===== src/sv/socm_pkg.sv =====
`default_nettype none
package socm_pkg;

    localparam int WINDOW_CHUNKS = 16;
    localparam int HALF          = WINDOW_CHUNKS / 2;
    localparam int CELLS         = WINDOW_CHUNKS * WINDOW_CHUNKS;
    localparam int IDX_W         = $clog2(CELLS);
    localparam int RC_W          = $clog2(WINDOW_CHUNKS);
    localparam int PHYS_W        = 10;
    localparam int MAX_RAY       = 127;
    localparam int NOTE_DEPTH    = 31;
    localparam int NOTE_AW       = $clog2(NOTE_DEPTH);
    localparam int NOTE_W        = 80;
    localparam int COORD_W       = 12;
    localparam int ERR_W         = 14;
    localparam int SQRT_STEPS    = 28;
    localparam int DIV_STEPS     = 39;
    localparam int STEP_W        = $clog2(DIV_STEPS);
    localparam int RATIO_W       = 17;

    localparam logic [2:0] FN_RD_PIX = 3'd0;
    localparam logic [2:0] FN_WR_PIX = 3'd1;
    localparam logic [2:0] FN_RD_CHK = 3'd2;
    localparam logic [2:0] FN_WR_CHK = 3'd3;
    localparam logic [2:0] FN_RAY    = 3'd4;
    localparam logic [2:0] FN_CLEAR  = 3'd5;

    localparam logic KIND_NOTE = 1'b0;
    localparam logic KIND_DONE = 1'b1;

    typedef struct packed {
        logic                      start;
        logic signed [COORD_W-1:0] dx;
        logic signed [COORD_W-1:0] dy;
        logic [6:0]                lim;
    } t_clip_req;

    typedef struct packed {
        logic                      done;
        logic                      in_lim;
        logic signed [COORD_W-1:0] ex;
        logic signed [COORD_W-1:0] ey;
    } t_clip_rsp;

endpackage
`default_nettype wire


===== src/sv/socm_clip.sv =====
`default_nettype none
module socm_clip
    import socm_pkg::*;
(
    input  wire logic i_clk,
    input  wire logic i_rst_n,
    input  t_clip_req i_req,
    output t_clip_rsp o_rsp
);

    typedef enum logic [6:0] {
        C_IDLE = 7'b0000001,
        C_SQ   = 7'b0000010,
        C_SUM  = 7'b0000100,
        C_SQRT = 7'b0001000,
        C_DIV  = 7'b0010000,
        C_MUL  = 7'b0100000,
        C_FIN  = 7'b1000000
    } t_cstate;

    t_cstate                   r_state;
    logic signed [COORD_W-1:0] r_dx, r_dy;
    logic [10:0]               r_adx, r_ady;
    logic [6:0]                r_lim;
    logic [21:0]               r_sqx, r_sqy;
    logic [13:0]               r_l2;
    logic [55:0]               r_rad;
    logic [28:0]               r_rem;
    logic [27:0]               r_root;
    logic [38:0]               r_num;
    logic [27:0]               r_drem;
    logic [RATIO_W-1:0]        r_q;
    logic [STEP_W-1:0]         r_cnt;
    logic [27:0]               r_mx, r_my;
    logic                      r_done, r_inside;
    logic signed [COORD_W-1:0] r_ex, r_ey;

    logic [22:0] d2;
    logic [30:0] sq_rem2, sq_trial;
    logic [28:0] dv_rem2;
    logic [COORD_W-1:0] mag_x, mag_y;

    always_comb begin
        d2       = 23'(r_sqx) + 23'(r_sqy);
        sq_rem2  = {r_rem, r_rad[55:54]};
        sq_trial = {1'b0, r_root, 2'b01};
        dv_rem2  = {r_drem, r_num[38]};
        mag_x    = r_mx[27:16];
        mag_y    = r_my[27:16];
    end

    always_ff @(posedge i_clk) begin
        if (!i_rst_n) begin
            r_state <= C_IDLE;
            r_done  <= 1'b0;
        end else begin
            case (r_state)
                C_IDLE: begin
                    r_done <= 1'b0;
                    if (i_req.start) begin
                        r_dx    <= i_req.dx;
                        r_dy    <= i_req.dy;
                        r_adx   <= 11'(i_req.dx < 0 ? -i_req.dx : i_req.dx);
                        r_ady   <= 11'(i_req.dy < 0 ? -i_req.dy : i_req.dy);
                        r_lim   <= (int'(i_req.lim) > MAX_RAY) ? 7'(MAX_RAY) : i_req.lim;
                        r_state <= C_SQ;
                    end
                end
                C_SQ: begin
                    r_sqx   <= r_adx * r_adx;
                    r_sqy   <= r_ady * r_ady;
                    r_l2    <= r_lim * r_lim;
                    r_state <= C_SUM;
                end
                C_SUM: begin
                    if (d2 <= 23'(r_l2)) begin
                        r_inside <= 1'b1;
                        r_ex     <= r_dx;
                        r_ey     <= r_dy;
                        r_done   <= 1'b1;
                        r_state  <= C_IDLE;
                    end else begin
                        r_inside <= 1'b0;
                        r_rad    <= {1'b0, d2, 32'd0};
                        r_rem    <= '0;
                        r_root   <= '0;
                        r_cnt    <= '0;
                        r_state  <= C_SQRT;
                    end
                end
                C_SQRT: begin
                    // two radicand bits per step, one root bit out
                    if (sq_rem2 >= sq_trial) begin
                        r_rem  <= 29'(sq_rem2 - sq_trial);
                        r_root <= {r_root[26:0], 1'b1};
                    end else begin
                        r_rem  <= 29'(sq_rem2);
                        r_root <= {r_root[26:0], 1'b0};
                    end
                    r_rad <= {r_rad[53:0], 2'b00};
                    if (r_cnt == STEP_W'(SQRT_STEPS - 1)) begin
                        r_cnt   <= '0;
                        r_num   <= {r_lim, 32'd0};
                        r_drem  <= '0;
                        r_q     <= '0;
                        r_state <= C_DIV;
                    end else begin
                        r_cnt <= r_cnt + 1'b1;
                    end
                end
                C_DIV: begin
                    // restoring divide, one quotient bit per step
                    if (dv_rem2 >= 29'(r_root)) begin
                        r_drem <= 28'(dv_rem2 - 29'(r_root));
                        r_q    <= {r_q[RATIO_W-2:0], 1'b1};
                    end else begin
                        r_drem <= 28'(dv_rem2);
                        r_q    <= {r_q[RATIO_W-2:0], 1'b0};
                    end
                    r_num <= {r_num[37:0], 1'b0};
                    if (r_cnt == STEP_W'(DIV_STEPS - 1)) begin
                        r_state <= C_MUL;
                    end else begin
                        r_cnt <= r_cnt + 1'b1;
                    end
                end
                C_MUL: begin
                    r_mx    <= 28'(r_adx) * 28'(r_q);
                    r_my    <= 28'(r_ady) * 28'(r_q);
                    r_state <= C_FIN;
                end
                C_FIN: begin
                    r_ex    <= (r_dx < 0) ? -signed'(mag_x) : signed'(mag_x);
                    r_ey    <= (r_dy < 0) ? -signed'(mag_y) : signed'(mag_y);
                    r_done  <= 1'b1;
                    r_state <= C_IDLE;
                end
                default: r_state <= C_IDLE;
            endcase
        end
    end

    assign o_rsp.done   = r_done;
    assign o_rsp.in_lim = r_inside;
    assign o_rsp.ex     = r_ex;
    assign o_rsp.ey     = r_ey;

endmodule
`default_nettype wire


===== config.mk =====
export PLATFORM = sky130hd
export DESIGN_NAME = socm_clip
export DESIGN_NICKNAME = d
export VERILOG_FILES = /design/src/sv/socm_pkg.sv /design/src/sv/socm_clip.sv
export SDC_FILE = /design/constraint.sdc
export NUM_CORES = 2
export LEC_CHECK = 0
export BUFFER_PORTS_ARGS = -buffer_cell sky130_fd_sc_hd__buf_2
export CAP_MARGIN = 20
export CORE_MARGIN = 1.5
export CORE_UTILIZATION = 27
export CTS_CLUSTER_SIZE = 24
export DETAILED_ROUTE_END_ITERATION = 6
export SYNTH_ARGS = -nofsm -noshare
export SYNTH_HDL_FRONTEND = slang
export SYNTH_SLANG_ARGS = --single-unit

===== constraint.sdc =====
create_clock -name i_clk -period 9.8 [get_ports i_clk]
set_clock_uncertainty 0.05 [all_clocks]
set_input_delay 0.98 -clock i_clk [delete_from_list [all_inputs] [get_ports i_clk]]
set_output_delay 0.98 -clock i_clk [all_outputs]
set_load 0.005 [all_outputs]

### Word-level counts from Yosys, hierarchy flattened

Index checks and enable logic that the tools add are counted.

* bits of input ports: 34
* logic and storage cells: 108
* flip-flop bits (word level): 403
* output and inout port bits: 26

* equal/unequal tests: 15
* add/subtract/negate cells: 8
* mux-type cells: 36
* reduce and logical (&&, ||, !) cells: 15
* order comparisons: 7
* multipliers: 5

Operator list (number)
* 28-bit case mux with 2 select lines: 2
* 56-bit case mux with 2 select lines: 1
* 28-bit 2-to-1 mux: 3
* 39-bit case mux with 2 select lines: 1
* 29-bit 2-to-1 mux: 2
* 29-bit case mux with 2 select lines: 1
* 11-bit by 17-bit multiplier with 28-bit output: 2
* 56-bit 2-to-1 mux: 1
* 12-bit by 1-bit less-than comparator with 1-bit output, second input constant: 4
* 12-bit 2-to-1 mux: 4
* 12-bit case mux with 2 select lines: 2
* 11-bit by 11-bit multiplier with 22-bit output: 2
* 7-bit case mux with 6 select lines: 1
* 39-bit 2-to-1 mux: 1
* 17-bit case mux with 2 select lines: 1
* 31-bit by 30-bit >= comparator with 1-bit output: 1
* 29-bit by 28-bit >= comparator with 1-bit output: 1
* 29-bit subtractor: 1
* 28-bit subtractor: 1
* 12-bit negation: 2
* 22-bit by 22-bit adder with 23-bit output: 1
* 23-bit by 14-bit less-or-equal comparator with 1-bit output: 1
* 11-bit 2-to-1 mux: 2
* 11-bit negation: 2
* 24 further kinds: 46

### Depth between registers and ports, before layout

* word-level depth: 4
* gate-level depth with buffers: 23
* gate-level depth less buffers: 21

### Worst setup path after synthesis

OpenSTA, ideal clock, no wires.

* kind: reg-to-reg
* from: reg r_sqx[3]
* to: reg r_rad[32], enable pin
* path slack: 2.849 ns
* setup time: 0.521 ns
* data required time: 9.229 ns
* cell stages (with the launch flop): 18
* period minus slack after synthesis: 6.951 ns
* buffers on the path: 0
* data arrival time: 6.380 ns
* cell sequence: edfxtp_1 > ha_1 > a211oi_1 > o21ai_1 > o21ai_0 > o21bai_1 > a21oi_1 > xnor2_1 > ha_1 > o21ai_0 > nand2b_1 > a21oi_1 > or3_1 > o221a_2 > o2111ai_1 > nor4_1 > nand2b_1 > nor2_1

* word-level cells in the longest chain between the ends: 4

Ends and longest elaborated chain
* from (decl): line socm_clip.sv:25 `logic [21:0] r_sqx, r_sqy;`
* from (signal assigned): line socm_clip.sv:70 `r_sqx <= r_adx * r_adx;`
* 22-bit by 22-bit adder with 23-bit output: line socm_clip.sv:44 `d2 = 23'(r_sqx) + 23'(r_sqy);`
* 23-bit by 14-bit less-or-equal comparator with 1-bit output: line socm_clip.sv:76 `if (d2 <= 23'(r_l2)) begin`
* 2-bit inequality test (no line)
* 3-bit AND reduction (no line)
* to (signal assigned): line socm_clip.sv:84 `r_rad <= {1'b0, d2, 32'd0};`
* to (signal assigned): line socm_clip.sv:100 `r_rad <= {r_rad[53:0], 2'b00};`
* to (decl): line socm_clip.sv:27 `logic [55:0] r_rad;`

Every way passes these cells.
A chain may end at the register's enable or synchronous reset.

### Final worst setup path

* from: reg r_ady[2]
* to: reg r_my[27], data pin

* word-level cells in the longest chain between the ends: 1

Ends and longest elaborated chain
* from (decl): line socm_clip.sv:23 `logic [10:0] r_adx, r_ady;`
* from (signal assigned): line socm_clip.sv:64 `r_ady <= 11'(i_req.dy < 0 ? -i_req.dy : i_req.dy);`
* 11-bit by 17-bit multiplier with 28-bit output: line socm_clip.sv:129 `r_my <= 28'(r_ady) * 28'(r_q);`
* to (signal assigned): line socm_clip.sv:129
* to (decl): line socm_clip.sv:34 `logic [27:0] r_mx, r_my;`

Every way passes these cells.

==> flow_summary.ini <==
[outcome]
status = finished clean

[cells_and_area]
layout-area-overhead-vs-synth_pct = 9.42
final_area_um2 = 38500
nNetsFinal = 4474
drive_gt1_frac = 0.0502

[yosys]
fraction_of_registers_with_async_set_reset = 0
synth_enable_flop_cells = 294
netlist.top_cell.by_area = sky130_fd_sc_hd__edfxtp_1
syn-instance-count = 3694
ys_dominant_reg_cell = sky130_fd_sc_hd__edfxtp_1
yosys.area.top_type_share = 0.251
synth.ff_latch_count = 302
ys_seq_area_frac = 0.255
synth_area_um2 = 35200
synth.lib_cells_used.distinct = 80
yosys-top-cells-area = sky130_fd_sc_hd__edfxtp_1 (25%), sky130_fd_sc_hd__fa_1 (23%), sky130_fd_sc_hd__ha_1 (12%), sky130_fd_sc_hd__inv_1 (6.7%), sky130_fd_sc_hd__and2_1 (4.9%)
synth.yosys.warnings = 0
synth.avg_cell_area_um2 = 9.53

[sta]
maxClockFrequency_ghz = 0.149
timing.final.crit_share = 0.684
layout_setup_ws_ns = 3.10
timing.slew.headroom = 0.273
hold_violations = 0
period_minus_slack_ns = 6.70
grt_setup_unrepaired = no
drv_slew = 0
worst-slew-pin-transition_ns = 1.09
final-setup-viol-count = 0
final.hold.worst_slack_ns = 0.455
fin_setup_tns_ns = 0

[critical_path]
worst_ep_arrival_time_ns = 6.96
timing_worst_setup_path_type = reg2reg
setup.worst_path.end_class = flop
timing.critical_path.fanout_max = 29
worstSetupStartpointType = flop
crit_required_ns = 10.06

[power_and_ir_drop]
internal_power_w = 0.00375
clock_power_share = 0.207
powerDensity_nw_per_um2 = 163
power_switching_share = 0.404
post-layout-total-power_w = 0.00629
cellLeakagePower_nw = 17.4
p_switching_w = 0.00254
share_comb_of_total_power = 0.535
irDropWorstVdd_mv = 0.222
power.share.sequential = 0.258

[global_route]
globalRouteMet2Util = 0.211
grt_pass1_wl_um = 134000
global_route.peak_usage_layer = met2
grt_antenna_before_repair = 3
gr-total-overflow = 0
gr-usage-met1 = 0.165
grt_pass1_vias = 25600
groute.layer.met3.usage = 0.0162
grt_start_max_net_pins = 58
gr-usage-all-layers = 0.124

[clocking]
cts_made_buffers = 36
ctsHoldBuffers = 0
clock-sinks = 302
cts_tree = done
postCtsResizedCells = 0
cts_buffer_depth = 3
number_of_buffers_added_for_setup_after_cts = 0
clkLatencyLatePin_ns = 0.56
clock-root-buffer = sky130_fd_sc_hd__clkbuf_16
cts.reportedPaths.clkPinSlew_ns = 0.06
cts-htree-levels = 2

[routing]
routed_wire_length_per_instance_um = 14.8
totalWireLength_um = 80700
detail_route.drc_violations = 0
antenna_nets_post_route = 0
vias = 24800
firstDrtPassIters = 5
initialDrtViolationCount = 1309
detail_route.vias_per_cell = 4.56

[floorplanning]
die_width_um = 364
placementRows = 132
fp.dieArea_um2 = 133000
coreArea_um2 = 129000
initial_core_utilization = 0.272
design.portCount = 60
die_height_um = 364

[min_path]
worst_hold_path_type = reg2reg

[placement]
io_buffers = 59
place.detailed.hpwl_um = 62600
post_dp_cell_area_um2 = 37400
dpl_worst_slack_ns = 3.13
final_replace_weighted_congestion = 0.835

[run]
maxCapViolCount = 0
layer usage:
metal,part of all wire,wire [um],up-vias
li1,-,-,12000
met2,0.47,38300,461
met3,0.045,3650,136
met1,0.45,36500,12200
met5,0,0,-
met4,0.029,2320,0
registers in the layout, indices dropped and copies added (netlist names), 13 cells and up:
signal / flops
r_l2: 13
r_rem: 29
r_sqx: 21
r_rad: 24
r_q: 17
r_root: 28
r_sqy: 21
r_drem: 28
critical path: stages (launching register included):
cell and delay (ns):
sky130_fd_sc_hd__edfxtp_1 1.07, sky130_fd_sc_hd__nand2_1 0.17, sky130_fd_sc_hd__fa_1 0.50, sky130_fd_sc_hd__fa_1 0.53
sky130_fd_sc_hd__inv_1 0.05, sky130_fd_sc_hd__fa_1 0.46, sky130_fd_sc_hd__fa_1 0.55, sky130_fd_sc_hd__inv_1 0.06
sky130_fd_sc_hd__fa_1 0.52, sky130_fd_sc_hd__inv_1 0.06, sky130_fd_sc_hd__ha_1 0.33, sky130_fd_sc_hd__a21o_1 0.16
sky130_fd_sc_hd__a21o_1 0.19, sky130_fd_sc_hd__a2111o_1 0.42, sky130_fd_sc_hd__o211ai_1 0.35, sky130_fd_sc_hd__a21oi_1 0.22
sky130_fd_sc_hd__o41ai_2 0.33, sky130_fd_sc_hd__o21bai_1 0.15, sky130_fd_sc_hd__a21oi_1 0.19, sky130_fd_sc_hd__xnor2_1 0.08
final cells by class:
cell class,instances,area (um2)
fillers,13600,91000
multi-input cells,2612,23300
flip-flops and latches,302,8990
inverters,630,2360
well taps,1742,2180
clock buffers,46,958
repair buffers,97,588
clock inverters,17,146
diodes,2,5.00
power by group through the flow:
| stage | Clock (W) | Combinational, W | Sequential, W |
|---|---|---|---|
| floorplan | 0 | 0.00258 | 0.00164 |
| global placement | 0 | 0.00335 | 0.00165 |
| detailed placement | 0 | 0.00339 | 0.00165 |
| CTS | 0.00134 | 0.00342 | 0.00162 |
| global route | 0.00138 | 0.00386 | 0.00163 |
| finish | 0.00130 | 0.00337 | 0.00162 |
per-stage QoR:
step / instances / utilization
CTS: 5445 / 0.297
global placement: 5382 / 0.289
detailed placement: 5382 / 0.289
global route: 5446 / 0.298
floorplan: 3695 / -
finish: 5448 / 0.298
final timing paths:
kind            start  slack [ns]        to  cells after the start
max reg2reg  r_ady[2]        3.10  r_my[27]                     19
max          r_ady[2]        3.10  r_my[27]                     19
min reg2reg    r_done        0.46    r_done                      2
min            r_done        0.46    r_done                      2
cells by family (layout without fill, tap and decap cells):
group	after synthesis	count (layout)	synth area share
adder cells (fa/ha/maj)	761	761	0.358
other	1	4	0.000106
multiplexers	27	27	0.00796
XOR/XNOR	177	177	0.0440
flip-flops	302	302	0.255
AO/OA/AOI/OAI	500	500	0.0900
buffers and inverters	781	790	0.0845
AND/OR/NAND/NOR	1145	1145	0.160
synth_stat cells (all sizes together), types with 16 or more instances:
master  instances
ha            350
o31ai          19
o21bai         18
nand3          64
a21oi         140
mux2i          19
xnor2         121
nor3           49
nand2b         20
nand4          23
nor2          170
a211oi         20
and2          278
o211ai         16
buf            16
o21ai         140
nand2         416
a21o           43
inv           630
xor2           56
fa            411
edfxtp        294
o21a           23
and3           23
or3            27
clkbuf        135
nor2b          28
cells in the final DEF (no fill, tap or decap), types with 29 or more instances in the layout:
cell type,instances
sky130_fd_sc_hd__and2_1,278
sky130_fd_sc_hd__ha_1,350
sky130_fd_sc_hd__nor2_1,166
sky130_fd_sc_hd__buf_4,37
sky130_fd_sc_hd__a21o_1,43
sky130_fd_sc_hd__a21oi_1,137
sky130_fd_sc_hd__edfxtp_1,294
sky130_fd_sc_hd__nand2_1,416
sky130_fd_sc_hd__nor3_1,47
sky130_fd_sc_hd__fa_1,411
sky130_fd_sc_hd__buf_2,59
sky130_fd_sc_hd__o21ai_1,29
sky130_fd_sc_hd__inv_1,630
sky130_fd_sc_hd__xnor2_1,121
sky130_fd_sc_hd__clkbuf_16,36
sky130_fd_sc_hd__o21ai_0,111
sky130_fd_sc_hd__nand3_1,64
sky130_fd_sc_hd__xor2_1,56
Note: power is estimated with default switching activity, not from simulation.
