## config.mk

```make
export PLATFORM = sky130hd
export DESIGN_NAME = socm_ram
export DESIGN_NICKNAME = d
export VERILOG_FILES = /design/src/sv/socm_ram.sv
export SDC_FILE = /design/constraint.sdc
export NUM_CORES = 1
export LEC_CHECK = 0
export ABC_AREA = 0
export BUFFER_PORTS_ARGS = -buffer_cell sky130_fd_sc_hd__buf_2
export CELL_PAD_IN_SITES_DETAIL_PLACEMENT = 1
export CELL_PAD_IN_SITES_GLOBAL_PLACEMENT = 2
export CORE_UTILIZATION = 48
export CTS_BUF_LIST = sky130_fd_sc_hd__clkbuf_8 sky130_fd_sc_hd__clkbuf_16
export DETAILED_ROUTE_END_ITERATION = 10
export HOLD_SLACK_MARGIN = 0.02
export PLACE_DENSITY = 0.82
export SLEW_MARGIN = 10
export SYNTH_ARGS = -nofsm -noshare
export SYNTH_HDL_FRONTEND = slang
export SYNTH_SLANG_ARGS = --single-unit
export TNS_END_PERCENT = 100
```

## constraint.sdc

```tcl
create_clock -name i_clk -period 1.8 [get_ports i_clk]
set_input_delay 0.09 -clock i_clk [delete_from_list [all_inputs] [get_ports i_clk]]
set_output_delay 0.09 -clock i_clk [all_outputs]
set_load 0.01 [all_outputs]
```

## src/sv/socm_ram.sv

```systemverilog
`default_nettype none
module socm_ram #(
    parameter int WIDTH = 8,
    parameter int DEPTH = 16,
    parameter int AW    = (DEPTH > 1) ? $clog2(DEPTH) : 1
) (
    input  wire logic             i_clk,
    input  wire logic             i_we,
    input  wire logic [AW-1:0]    i_waddr,
    input  wire logic [WIDTH-1:0] i_wdata,
    input  wire logic             i_re,
    input  wire logic [AW-1:0]    i_raddr,
    output logic      [WIDTH-1:0] o_rdata
);

    logic [WIDTH-1:0] mem [DEPTH];

    always_ff @(posedge i_clk) begin
        if (i_we) begin
            mem[i_waddr] <= i_wdata;
        end
        if (i_re) begin
            o_rdata <= mem[i_raddr];
        end
    end

endmodule
`default_nettype wire

```

# [Word level (Yosys, flattened, before mapping)]
# Memory sizes are Yosys's and may differ from the RTL's. A register that Yosys moved wholly into a read port is not among the register bits.
# Index checks and enable logic that the tools add are counted.
[totals] register_bits=0 latch_bits=0 mem_bits_rw=128 rom_bits=0 in_bits=19 output_inout_bits=8 word_cells=3 memories=1
[mem_list] name="mem" words=16 width=8 read_ports=1 rd_ports_with_merged_regs=1 wr=1 line="16" rtl="logic [WIDTH-1:0] mem [DEPTH];"
[classes] addsub=0 n_mul=0 div_mod_pow=0 order_cmp=0 n_eq_ne=0 shifts=0 muxes=2 bitwise=0 n_reduce_logical=0
[op_table] operator="1-bit 2-to-1 mux" n=2

# [Longest topological paths before layout]
# Gate-level depths: netlist (run 1).
[logic_depth] word_depth=2 ltp_mapped=5

# [Worst setup path after synthesis (run 1)]
# Ideal clock, no wire load.
[synth_timing] path_kind="input-to-reg" start="input i_waddr[2]" end="memory mem[0][0] (enable)" t_arrival_ns=1.200 slack_ns=0.217 path_stages=2 n_path_buf=0 cell_sequence="or3b_2 nor3_1"
[synth_rtl] element="from (decl)" line="9" rtl="input wire logic [AW-1:0] i_waddr,"
[synth_rtl] element="to (decl)" line="16"
# No word-level cell before the write port.

==> results of run 1 <==
## metal layers
| layer | global-route usage [%] | routed length [um] |
|---|---|---|
| met1 | 27.9 | 4660 |
| met2 | 35.9 | 5700 |
| met3 | 5.40 | 621 |
| met4 | 9.13 | 143 |
| met5 | 0 | 0 |
## layout make-up
class | instances | share of cell area [%]
clock buffer | 17 | 6.55
clock inverter | 15 | 2.93
multi-input combinational | 83 | 16.7
sequential | 136 | 64.6
tap | 136 | 2.69
timing repair buffer | 57 | 6.49
## metrics by stage
step / total power [mW] / util [%] / hold slack [ps]
2_1_floorplan: 3.84 / - / 189
3_3_place_gp: 3.98 / 53.8 / 466
3_5_place_dp: 4.00 / 53.8 / 483
4_1_cts: 7.47 / 60.4 / 101
5_1_grt: 7.59 / 60.4 / 158
6_report: 7.41 / 60.4 / 139
## cells in the mapped netlist
library cell       n
nor2_1            13
and2_1             1
buf_4              1
mux4_1            14
edfxtp_1         136
buf_6              3
clkdlybuf4s25_2    3
nor3_1             4
or3b_2             1
buf_2              3
nand3b_1           2
nand2b_1           2
nand2_1            9
and2b_1            1
a22oi_1           16
nand3_1            1
mux4_2            18
nor2b_1            1
## how the worst max path moves through the flow
stage,from,end,slack (ps),depth (start not counted)
after detailed placement,i_raddr[0],o_rdata[0]$_DFFE_PP_,150,5
final,mem[10][5]$_DFFE_PP_,o_rdata[5]$_DFFE_PP_,240,3
after global placement,i_raddr[0],o_rdata[0]$_DFFE_PP_,190,5
after floorplan,i_waddr[2],mem[0][0]$_DFFE_PP_,220,2
after CTS,mem[10][5]$_DFFE_PP_,o_rdata[5]$_DFFE_PP_,230,3
after global routing,mem[10][5]$_DFFE_PP_,o_rdata[5]$_DFFE_PP_,190,3
## cell families (layout without fill, tap and decap cells)
group	count (synthesis)	after routing	share of synthesized area (%)
multiplexers	32	32	14.8
flip-flops	136	136	78.1
AND/OR/NAND/NOR	35	35	3.14
buffers and inverters	10	89	1.65
AO/OA/AOI/OAI	16	16	2.30
## registers in the layout, summed over array words and instances (netlist names)
| signal | cells |
|---|---|
| o_rdata | 8 |
| mem | 128 |
## report_power, final
part           internal, mW  switching, mW  total, mW
Clock                  2.22           1.24       3.47
Combinational         0.157          0.197      0.353
Sequential             3.57         0.0217       3.59
Total                  5.95           1.46       7.41
## critical path: cells and delay by family, from the launching register on
| kind | cells | cell delay (ps) |
|---|---|---|
| simple gates | 1 | 100 |
| compound gates | 1 | 220 |
| flops | 1 | 410 |
| mux | 1 | 560 |
==> impl_metrics.prom, run 1 <==
# TYPE chip_impl_metric gauge
chip_impl_info{name="status",value="completed"} 1
chip_impl_metric{name="r2r.worst_path.cells",unit=""} 3
chip_impl_metric{name="first_global_vias",unit=""} 2747
chip_impl_metric{name="grt-ovfl-total",unit=""} 0
chip_impl_info{name="min-delay-start",value="i_waddr[0]"} 1
chip_impl_metric{name="post_placement_cell_count",unit=""} 403
chip_impl_info{name="post-synth-top-area-cell",value="edfxtp_1"} 1
chip_impl_metric{name="finalSetupTns",unit="ps"} 0
chip_impl_metric{name="pin_count_of_the_biggest_net_entering_global_routing",unit=""} 33
chip_impl_metric{name="die_x",unit="um"} 106
chip_impl_metric{name="power.density",unit="nW/um^2"} 1170
chip_impl_metric{name="critical_path_s_largest_stage_delay",unit="ps"} 560
chip_impl_metric{name="clkLatencyLatePin",unit="ps"} 520
chip_impl_info{name="worst_hold_path_type",value="primary input to flop"} 1
chip_impl_info{name="whs_endpoint",value="mem[8][2]$_DFFE_PP_"} 1
chip_impl_info{name="synth_area_leaders",value="edfxtp_1 78%, mux4_2 7.8%, mux4_1 7.0%"} 1
chip_impl_metric{name="finalNonFillerCells",unit=""} 444
chip_impl_metric{name="ctsResizeCount",unit=""} 0
chip_impl_metric{name="yosys.cell_types.count",unit=""} 18
chip_impl_metric{name="final.fill_count",unit=""} 901
chip_impl_metric{name="mappedNetlistArea",unit="sq um"} 5230
chip_impl_metric{name="syn-num-nets",unit=""} 248
chip_impl_info{name="worst_r2r_endpoint",value="o_rdata[5]$_DFFE_PP_"} 1
chip_impl_metric{name="h-tree-depth",unit=""} 4
chip_impl_metric{name="layout_setup_ws",unit="ps"} 240
chip_impl_metric{name="final_period_minus_worst_setup_slack",unit="ps"} 1560
chip_impl_metric{name="max-vdd-ir-drop",unit="V"} 0.000588
chip_impl_metric{name="placement.cell_area",unit="sq um"} 5630
chip_impl_metric{name="syn_to_final_growth",unit="%"} 20.9
chip_impl_metric{name="placement.setup.worst_slack",unit="ps"} 154
chip_impl_metric{name="fin_nets",unit=""} 314
chip_impl_info{name="timing.setup.critical_path_class",value="flop to flop"} 1
chip_impl_info{name="tritoncts_clock_tree",value="done"} 1
chip_impl_metric{name="place_congestion",unit=""} 0.680
chip_impl_metric{name="port_buffers",unit=""} 26
chip_impl_metric{name="firstDrtPassIters",unit=""} 4
chip_impl_metric{name="cp_data_required_time",unit="ps"} 2060
chip_impl_metric{name="chipHeight",unit="um"} 106
chip_impl_metric{name="drv_cap",unit=""} 0
chip_impl_metric{name="core_area",unit="sq um"} 10500
chip_impl_metric{name="dieArea",unit="sq um"} 11300
chip_impl_metric{name="synthesis.instances",unit=""} 229
chip_impl_info{name="grt_setup_unrepaired",value="false"} 1
chip_impl_metric{name="vias_per_cell",unit=""} 5.79
chip_impl_metric{name="i_o_pin_cnt",unit=""} 27
chip_impl_metric{name="synth.ff_latch_count",unit=""} 136
chip_impl_info{name="mostFrequentLayoutCells",value="136 x edfxtp_1, 26 x buf_2, 20 x buf_4"} 1
chip_impl_metric{name="multi_input_area",unit="sq um"} 1060
chip_impl_metric{name="drc_errors",unit=""} 0
chip_impl_metric{name="diodes",unit=""} 0
chip_impl_metric{name="cts_buffers",unit=""} 17
chip_impl_info{name="layout.cells.most_common",value="edfxtp_1"} 1
chip_impl_metric{name="cts_buffer_depth",unit=""} 2
chip_impl_info{name="cpMaxStageDelayCell",value="mux4_1"} 1
chip_impl_metric{name="slew_headroom",unit="%"} 69.8
chip_impl_metric{name="tritoncts_num_sinks",unit=""} 136
chip_impl_metric{name="drive_gt1_share",unit="%"} 31.2
chip_impl_info{name="timing.critical_path.from_type",value="flop"} 1
chip_impl_metric{name="post-dp-hpwl",unit="mm"} 6.74
chip_impl_metric{name="per_instance_average_area_after_synthesis",unit="sq um"} 22.8
chip_impl_metric{name="route.final.wire_length",unit="mm"} 11.1
chip_impl_metric{name="finalSetupViolCount",unit=""} 0
chip_impl_metric{name="worst-slew-pin-transition",unit="ps"} 453
chip_impl_metric{name="worst-r2r-setup-slack",unit="ps"} 240
chip_impl_info{name="path_cells",value="mux4_1 -> a22oi_1 -> nand2_1"} 1
chip_impl_metric{name="power.static_leakage",unit="nW"} 2.16
chip_impl_metric{name="timing.clock.skew",unit="ps"} 10.7
chip_impl_metric{name="post-synth-top-area-fraction",unit="%"} 78.1
chip_impl_metric{name="floorplan.initialDensity",unit="%"} 50.0
chip_impl_metric{name="drt.antenna.violating_nets",unit=""} 0
chip_impl_info{name="end_kind",value="flop"} 1
chip_impl_info{name="worstReg2RegStart",value="mem[10][5]$_DFFE_PP_"} 1
chip_impl_metric{name="fmax",unit="MHz"} 641
chip_impl_metric{name="slew_viol_final",unit=""} 0
chip_impl_metric{name="routedWlPerCell",unit="um"} 25.0
chip_impl_metric{name="drt-initial-drc-count",unit=""} 136
chip_impl_metric{name="post_cts_hold_buffer_count",unit=""} 9
chip_impl_metric{name="stdcell_area",unit="sq um"} 6320
chip_impl_metric{name="postCtsSetupRepairBufs",unit=""} 0
chip_impl_metric{name="clk_pin_slew",unit="ps"} 60
chip_impl_metric{name="seqCellArea",unit="sq um"} 4080
chip_impl_metric{name="track_usage",unit="%"} 21.9
chip_impl_metric{name="antenna_found_initial",unit=""} 0
chip_impl_metric{name="yosysWarningCount",unit=""} 0
chip_impl_metric{name="timing.critical_path.arrival",unit="ps"} 1820
chip_impl_metric{name="min_path_cells",unit=""} 3
chip_impl_info{name="clk_root_buffer_cell",value="clkbuf_8"} 1
chip_impl_metric{name="row_count",unit=""} 37
chip_impl_metric{name="ratio_of_final_minimum_period_to_clock_period",unit="%"} 86.7
chip_impl_metric{name="yosysSeqAreaShare",unit="%"} 78.1
chip_impl_metric{name="count_of_vias_placed_by_the_detailed_router",unit=""} 2572
chip_impl_metric{name="grt_pass1_wl",unit="mm"} 16.7
chip_impl_metric{name="report.final.hold_viol_count",unit=""} 0
chip_impl_metric{name="crit_fanout",unit=""} 1
No activity file was read; power rests on OpenSTA's default activity.
==> run 2, diff against run 1 <==
Settings changed: RECOVER_POWER set to 50.
==> impl_metrics.prom, run 2 (synthesis gave the netlist of run 1 again) <==
# TYPE chip_impl_metric gauge
chip_impl_info{name="status",value="completed"} 1
chip_impl_metric{name="post-dp-hpwl",unit="mm"} 6.74
chip_impl_metric{name="holdWs",unit="ps"} 135
chip_impl_metric{name="final_period_minus_worst_setup_slack",unit="ps"} 1550
chip_impl_metric{name="layout_setup_ws",unit="ps"} 248
chip_impl_metric{name="r2r.worst_path.cells",unit=""} 3
chip_impl_info{name="mostFrequentLayoutCells",value="136 x edfxtp_1, 18 x mux4_2, 18 x buf_2"} 1
chip_impl_info{name="highest_layer",value="met4"} 1
chip_impl_metric{name="cp_data_required_time",unit="ps"} 2070
chip_impl_metric{name="drt.antenna.violating_nets",unit=""} 0
chip_impl_metric{name="fmax",unit="MHz"} 644
chip_impl_metric{name="crit_fanout",unit=""} 1
chip_impl_metric{name="max-vdd-ir-drop",unit="V"} 0.000610
chip_impl_metric{name="final.fill_count",unit=""} 912
chip_impl_metric{name="row_count",unit=""} 37
chip_impl_metric{name="share_clk_of_total_power",unit="%"} 46.9
chip_impl_metric{name="finalNonFillerCells",unit=""} 444
chip_impl_metric{name="diodes",unit=""} 0
chip_impl_info{name="timing.critical_path.from_type",value="flop"} 1
chip_impl_info{name="clk_root_buffer_cell",value="clkbuf_8"} 1
chip_impl_metric{name="drt-initial-drc-count",unit=""} 136
chip_impl_info{name="tritoncts_clock_tree",value="done"} 1
chip_impl_metric{name="multi_input_area",unit="sq um"} 1060
chip_impl_metric{name="cts_buffer_depth",unit=""} 2
chip_impl_info{name="worst_hold_path_type",value="primary input to flop"} 1
chip_impl_metric{name="drc_errors",unit=""} 0
chip_impl_metric{name="dieArea",unit="sq um"} 11300
chip_impl_info{name="worst_r2r_endpoint",value="o_rdata[5]$_DFFE_PP_"} 1
chip_impl_metric{name="report.final.hold_viol_count",unit=""} 0
chip_impl_metric{name="floorplan.initialDensity",unit="%"} 50.0
chip_impl_metric{name="cts_buffers",unit=""} 17
chip_impl_metric{name="power_frac_seq",unit="%"} 48.4
chip_impl_metric{name="slew_headroom",unit="%"} 50.9
chip_impl_metric{name="dr_wl_met3",unit="um"} 603
chip_impl_info{name="registers.top_by_ff_count",value="mem"} 1
chip_impl_metric{name="timing.clock.skew",unit="ps"} 11.5
chip_impl_metric{name="stdcell_area",unit="sq um"} 6280
chip_impl_metric{name="worst-slew-pin-transition",unit="ps"} 737
chip_impl_metric{name="finalSetupTns",unit="ps"} 0
chip_impl_info{name="critical_path.endpoint",value="o_rdata[5]$_DFFE_PP_"} 1
chip_impl_info{name="layout.cells.most_common",value="edfxtp_1"} 1
chip_impl_info{name="end_kind",value="flop"} 1
chip_impl_metric{name="largest_reg_flops",unit=""} 128
chip_impl_metric{name="placement.cell_area",unit="sq um"} 5630
chip_impl_metric{name="ratio_of_final_minimum_period_to_clock_period",unit="%"} 86.2
chip_impl_metric{name="track_usage",unit="%"} 21.9
chip_impl_metric{name="p_switching",unit="mW"} 1.47
chip_impl_metric{name="clkLatencyLatePin",unit="ps"} 530
chip_impl_metric{name="pwr-share-comb",unit="%"} 4.7
chip_impl_metric{name="routedWlPerCell",unit="um"} 25.1
chip_impl_metric{name="i_o_pin_cnt",unit=""} 27
chip_impl_info{name="top_regs",value="mem (128), o_rdata (8)"} 1
chip_impl_metric{name="antenna_found_initial",unit=""} 0
chip_impl_metric{name="clk_pin_slew",unit="ps"} 60
chip_impl_metric{name="drv_cap",unit=""} 0
chip_impl_metric{name="port_buffers",unit=""} 26
chip_impl_metric{name="slew_viol_final",unit=""} 0
chip_impl_metric{name="core_area",unit="sq um"} 10500
chip_impl_info{name="worstReg2RegStart",value="mem[10][5]$_DFFE_PP_"} 1
chip_impl_metric{name="grt-ovfl-total",unit=""} 0
chip_impl_metric{name="die_x",unit="um"} 106
chip_impl_metric{name="met1_length",unit="mm"} 4.72
chip_impl_metric{name="netSwitchingFraction",unit="%"} 19.8
chip_impl_metric{name="syn_to_final_growth",unit="%"} 20.2
chip_impl_metric{name="route.final.wire_length",unit="mm"} 11.1
chip_impl_metric{name="post-layout-total-power",unit="mW"} 7.42
chip_impl_metric{name="tritoncts_num_sinks",unit=""} 136
chip_impl_metric{name="timing.critical_path.arrival",unit="ps"} 1820
chip_impl_metric{name="power_report.internal_total",unit="mW"} 5.95
chip_impl_metric{name="placement.setup.worst_slack",unit="ps"} 154
chip_impl_metric{name="count_of_vias_placed_by_the_detailed_router",unit=""} 2573
chip_impl_metric{name="vias_per_cell",unit=""} 5.80
chip_impl_metric{name="grt_pass1_wl",unit="mm"} 16.7
chip_impl_metric{name="power.density",unit="nW/um^2"} 1180
chip_impl_metric{name="place_congestion",unit=""} 0.680
chip_impl_metric{name="ctsResizeCount",unit=""} 0
chip_impl_metric{name="fin_nets",unit=""} 314
chip_impl_metric{name="drive_gt1_share",unit="%"} 26.3
chip_impl_info{name="timing.setup.critical_path_class",value="flop to flop"} 1
chip_impl_metric{name="post_placement_cell_count",unit=""} 403
chip_impl_metric{name="firstDrtPassIters",unit=""} 4
chip_impl_metric{name="pin_count_of_the_biggest_net_entering_global_routing",unit=""} 33
chip_impl_metric{name="h-tree-depth",unit=""} 4
chip_impl_info{name="cp-startpoint",value="mem[10][5]$_DFFE_PP_"} 1
chip_impl_metric{name="first_global_vias",unit=""} 2747
chip_impl_metric{name="chipHeight",unit="um"} 106
chip_impl_metric{name="finalSetupViolCount",unit=""} 0
chip_impl_metric{name="worst-r2r-setup-slack",unit="ps"} 250
chip_impl_metric{name="met2_wirelength",unit="mm"} 5.60
chip_impl_metric{name="seqCellArea",unit="sq um"} 4080
chip_impl_metric{name="power.static_leakage",unit="nW"} 2.11
chip_impl_info{name="grt_setup_unrepaired",value="false"} 1
chip_impl_metric{name="final_core_utilization",unit="%"} 60.1
==> run 2: cell types whose count changed in the layout (fill, tap and decap cells not counted), sizes merged <==
cell / change
buf: -15
clkbuf: +15
==> run 2: power by group through the flow <==
stage / clock network, mW / logic, mW / registers, mW
after global routing: 3.61 / 0.376 / 3.60
after detailed placement: 0 / 0.339 / 3.66
final: 3.47 / 0.348 / 3.59
after global placement: 0 / 0.326 / 3.65
after CTS: 3.52 / 0.359 / 3.59
after floorplan: 0 / 0.180 / 3.66
==> run 2: final cells by class <==
class / count / share of cell area (%)
multi-input combinational: 83 / 16.8
tap: 136 / 2.71
clock buffer: 17 / 6.59
timing repair buffer: 57 / 5.95
sequential: 136 / 65.0
clock inverter: 15 / 2.95
==> run 2: how the worst min path moves through the flow <==
stage	startpoint	endpoint	slack (ps)	cells after the start
finish	i_waddr[0]	mem[8][6]$_DFFE_PP_	140	3
global route	i_waddr[0]	mem[0][4]$_DFFE_PP_	160	3
CTS	i_waddr[0]	mem[8][6]$_DFFE_PP_	100	3
detailed placement	i_re	o_rdata[2]$_DFFE_PP_	480	1
global placement	i_wdata[5]	mem[1][5]$_DFFE_PP_	470	1
floorplan	i_wdata[0]	mem[0][0]$_DFFE_PP_	190	0
==> run 2: routing by layer <==
layer | GRT usage, % | vias to the layer above
met5 | 0 | -
met4 | 9.13 | 0
met3 | 5.40 | 19
met2 | 35.9 | 97
met1 | 27.9 | 1343
li1 | - | 1114
==> run 2: worst max-delay path, cell delays in order (launching register included) <==
cell and delay [ps]:
edfxtp_1 410, mux4_1 560, a22oi_1 220, nand2_1 100
==> run 2: timing repair <==
| item | CTS | global route |
|---|---|---|
| hold buffers | 9 | 0 |
| setup buffers | 0 | 0 |
| endpoints found under the hold margin | 136 | 0 |
==> run 3, diff against run 2 <==
Settings changed: CORE_UTILIZATION 48 to 45, PLACE_DENSITY 0.82 to unset, PLACE_DENSITY_LB_ADDON set to 0.1.
==> impl_metrics.prom, run 3 (synthesis gave the netlist of run 1 again) <==
# TYPE chip_impl_metric gauge
chip_impl_info{name="status",value="completed"} 1
chip_impl_metric{name="drt-initial-drc-count",unit=""} 115
chip_impl_metric{name="i_o_pin_cnt",unit=""} 27
chip_impl_metric{name="vias_per_cell",unit=""} 5.68
chip_impl_metric{name="postCtsSetupRepairBufs",unit=""} 0
chip_impl_metric{name="cp_num_buf_inv",unit=""} 0
chip_impl_metric{name="first_global_vias",unit=""} 2651
chip_impl_metric{name="h-tree-depth",unit=""} 4
chip_impl_metric{name="max-vdd-ir-drop",unit="V"} 0.000591
chip_impl_metric{name="finalSetupViolCount",unit=""} 0
chip_impl_metric{name="tritoncts_num_sinks",unit=""} 136
chip_impl_info{name="registers.top_by_ff_count",value="mem"} 1
chip_impl_metric{name="die_x",unit="um"} 110
chip_impl_metric{name="firstDrtPassIters",unit=""} 4
chip_impl_metric{name="multi_input_area",unit="sq um"} 1060
chip_impl_metric{name="seqCellArea",unit="sq um"} 4080
chip_impl_metric{name="grt_pass1_wl",unit="mm"} 16.0
chip_impl_metric{name="fin_nets",unit=""} 307
chip_impl_info{name="timing.setup.critical_path_class",value="flop to flop"} 1
chip_impl_info{name="top_regs",value="mem (128), o_rdata (8)"} 1
chip_impl_metric{name="slew_viol_final",unit=""} 0
chip_impl_metric{name="cp.depth",unit=""} 3
chip_impl_info{name="path_cells",value="mux4_1 -> a22oi_1 -> nand2_1"} 1
chip_impl_metric{name="crit_fanout",unit=""} 1
chip_impl_metric{name="place_congestion",unit=""} 0.695
chip_impl_metric{name="clk_pin_slew",unit="ps"} 60
chip_impl_metric{name="final_period_minus_worst_setup_slack",unit="ps"} 1570
chip_impl_metric{name="port_buffers",unit=""} 26
chip_impl_metric{name="clkLatencyLatePin",unit="ps"} 400
chip_impl_metric{name="timing.clock.skew",unit="ps"} 4.96
chip_impl_metric{name="fmax",unit="MHz"} 637
chip_impl_metric{name="drive_gt1_share",unit="%"} 27.7
chip_impl_metric{name="stdcell_area",unit="sq um"} 6190
chip_impl_metric{name="slew_headroom",unit="%"} 43.5
chip_impl_metric{name="drt.antenna.violating_nets",unit=""} 0
chip_impl_metric{name="routedWlPerCell",unit="um"} 24.7
chip_impl_metric{name="pin_count_of_the_biggest_net_entering_global_routing",unit=""} 17
chip_impl_info{name="mostFrequentLayoutCells",value="136 x edfxtp_1, 19 x buf_4, 18 x mux4_2"} 1
chip_impl_metric{name="post-dp-hpwl",unit="mm"} 6.79
chip_impl_metric{name="placement.cell_area",unit="sq um"} 5660
chip_impl_info{name="timing.critical_path.from_type",value="flop"} 1
chip_impl_info{name="cpMaxStageDelayCell",value="mux4_1"} 1
chip_impl_info{name="layout.cells.most_common",value="edfxtp_1"} 1
chip_impl_info{name="worst_hold_path_type",value="primary input to flop"} 1
chip_impl_metric{name="route.final.wire_length",unit="mm"} 10.8
chip_impl_metric{name="diodes",unit=""} 0
chip_impl_metric{name="core_area",unit="sq um"} 11100
chip_impl_metric{name="post_cts_hold_buffer_count",unit=""} 0
chip_impl_metric{name="largest_reg_flops",unit=""} 128
chip_impl_metric{name="drv_cap",unit=""} 0
chip_impl_metric{name="r2r.worst_path.cells",unit=""} 3
chip_impl_metric{name="ratio_of_final_minimum_period_to_clock_period",unit="%"} 87.3
chip_impl_metric{name="chipHeight",unit="um"} 110
chip_impl_metric{name="row_count",unit=""} 38
chip_impl_metric{name="cts_buffer_depth",unit=""} 2
chip_impl_info{name="grt_setup_unrepaired",value="false"} 1
chip_impl_metric{name="timing.critical_path.arrival",unit="ps"} 1720
chip_impl_metric{name="antenna_found_initial",unit=""} 0
chip_impl_metric{name="power.static_leakage",unit="nW"} 2.10
chip_impl_metric{name="count_of_vias_placed_by_the_detailed_router",unit=""} 2499
chip_impl_metric{name="track_usage",unit="%"} 20.3
chip_impl_metric{name="syn_to_final_growth",unit="%"} 18.4
chip_impl_metric{name="critical_path_s_largest_stage_delay",unit="ps"} 520
chip_impl_metric{name="min_path_cells",unit=""} 1
chip_impl_metric{name="cp_data_required_time",unit="ps"} 1950
chip_impl_metric{name="floorplan.initialDensity",unit="%"} 47.2
chip_impl_metric{name="finalSetupTns",unit="ps"} 0
chip_impl_metric{name="dieArea",unit="sq um"} 12100
chip_impl_metric{name="final.fill_count",unit=""} 982
chip_impl_metric{name="grt-ovfl-total",unit=""} 0
chip_impl_metric{name="worst-slew-pin-transition",unit="ps"} 847
chip_impl_metric{name="drc_errors",unit=""} 0
chip_impl_info{name="tritoncts_clock_tree",value="done"} 1
chip_impl_info{name="end_kind",value="flop"} 1
chip_impl_metric{name="report.final.hold_viol_count",unit=""} 0
chip_impl_metric{name="ctsResizeCount",unit=""} 0
chip_impl_metric{name="power.density",unit="nW/um^2"} 1150
chip_impl_info{name="worst_path_dominant_cell_family",value="multiplexers"} 1
chip_impl_info{name="clk_root_buffer_cell",value="clkbuf_16"} 1
chip_impl_metric{name="cts_buffers",unit=""} 17
run 3: per-stage QoR:
step	utilization, %	cells	setup WS [ps]	total power, mW	hold slack [ps]
final	55.9	440	229	7.10	193
after global routing	55.9	440	233	7.30	190
after CTS	56.1	440	249	7.18	45.7
after detailed placement	51.1	409	102	4.01	481
after global placement	51.1	409	120	4.00	472
after floorplan	-	229	217	3.84	189
run 3: cell type report:
cell class / count / area share [%]
tap: 140 / 2.83
multi-input combinational: 83 / 17.1
clock buffer: 17 / 6.87
clock inverter: 14 / 1.94
timing repair buffer: 50 / 5.30
sequential: 136 / 66.0
run 3: report_power, final:
| group | total [mW] | internal, mW | switching (mW) |
|---|---|---|---|
| logic | 0.342 | 0.145 | 0.197 |
| registers | 3.59 | 3.57 | 0.0203 |
| clock network | 3.16 | 1.99 | 1.18 |
run 3: per-layer routing:
| layer | part of all wire, % | GRT usage [%] | vias up |
|---|---|---|---|
| met5 | 0 | 0 | - |
| met4 | 1.3 | 7.33 | 0 |
| met3 | 5.3 | 6.46 | 11 |
| met2 | 51 | 31.8 | 78 |
| met1 | 43 | 26.6 | 1309 |
| li1 | - | - | 1101 |
run 3: path summary, 6_finish.rpt:
kind | start | endpoint | slack [ps]
min | i_re | o_rdata[1]$_DFFE_PP_ | 190
max | mem[1][0]$_DFFE_PP_ | o_rdata[0]$_DFFE_PP_ | 230
min reg2reg | mem[4][3]$_DFFE_PP_ | o_rdata[3]$_DFFE_PP_ | 760
max reg2reg | mem[1][0]$_DFFE_PP_ | o_rdata[0]$_DFFE_PP_ | 230
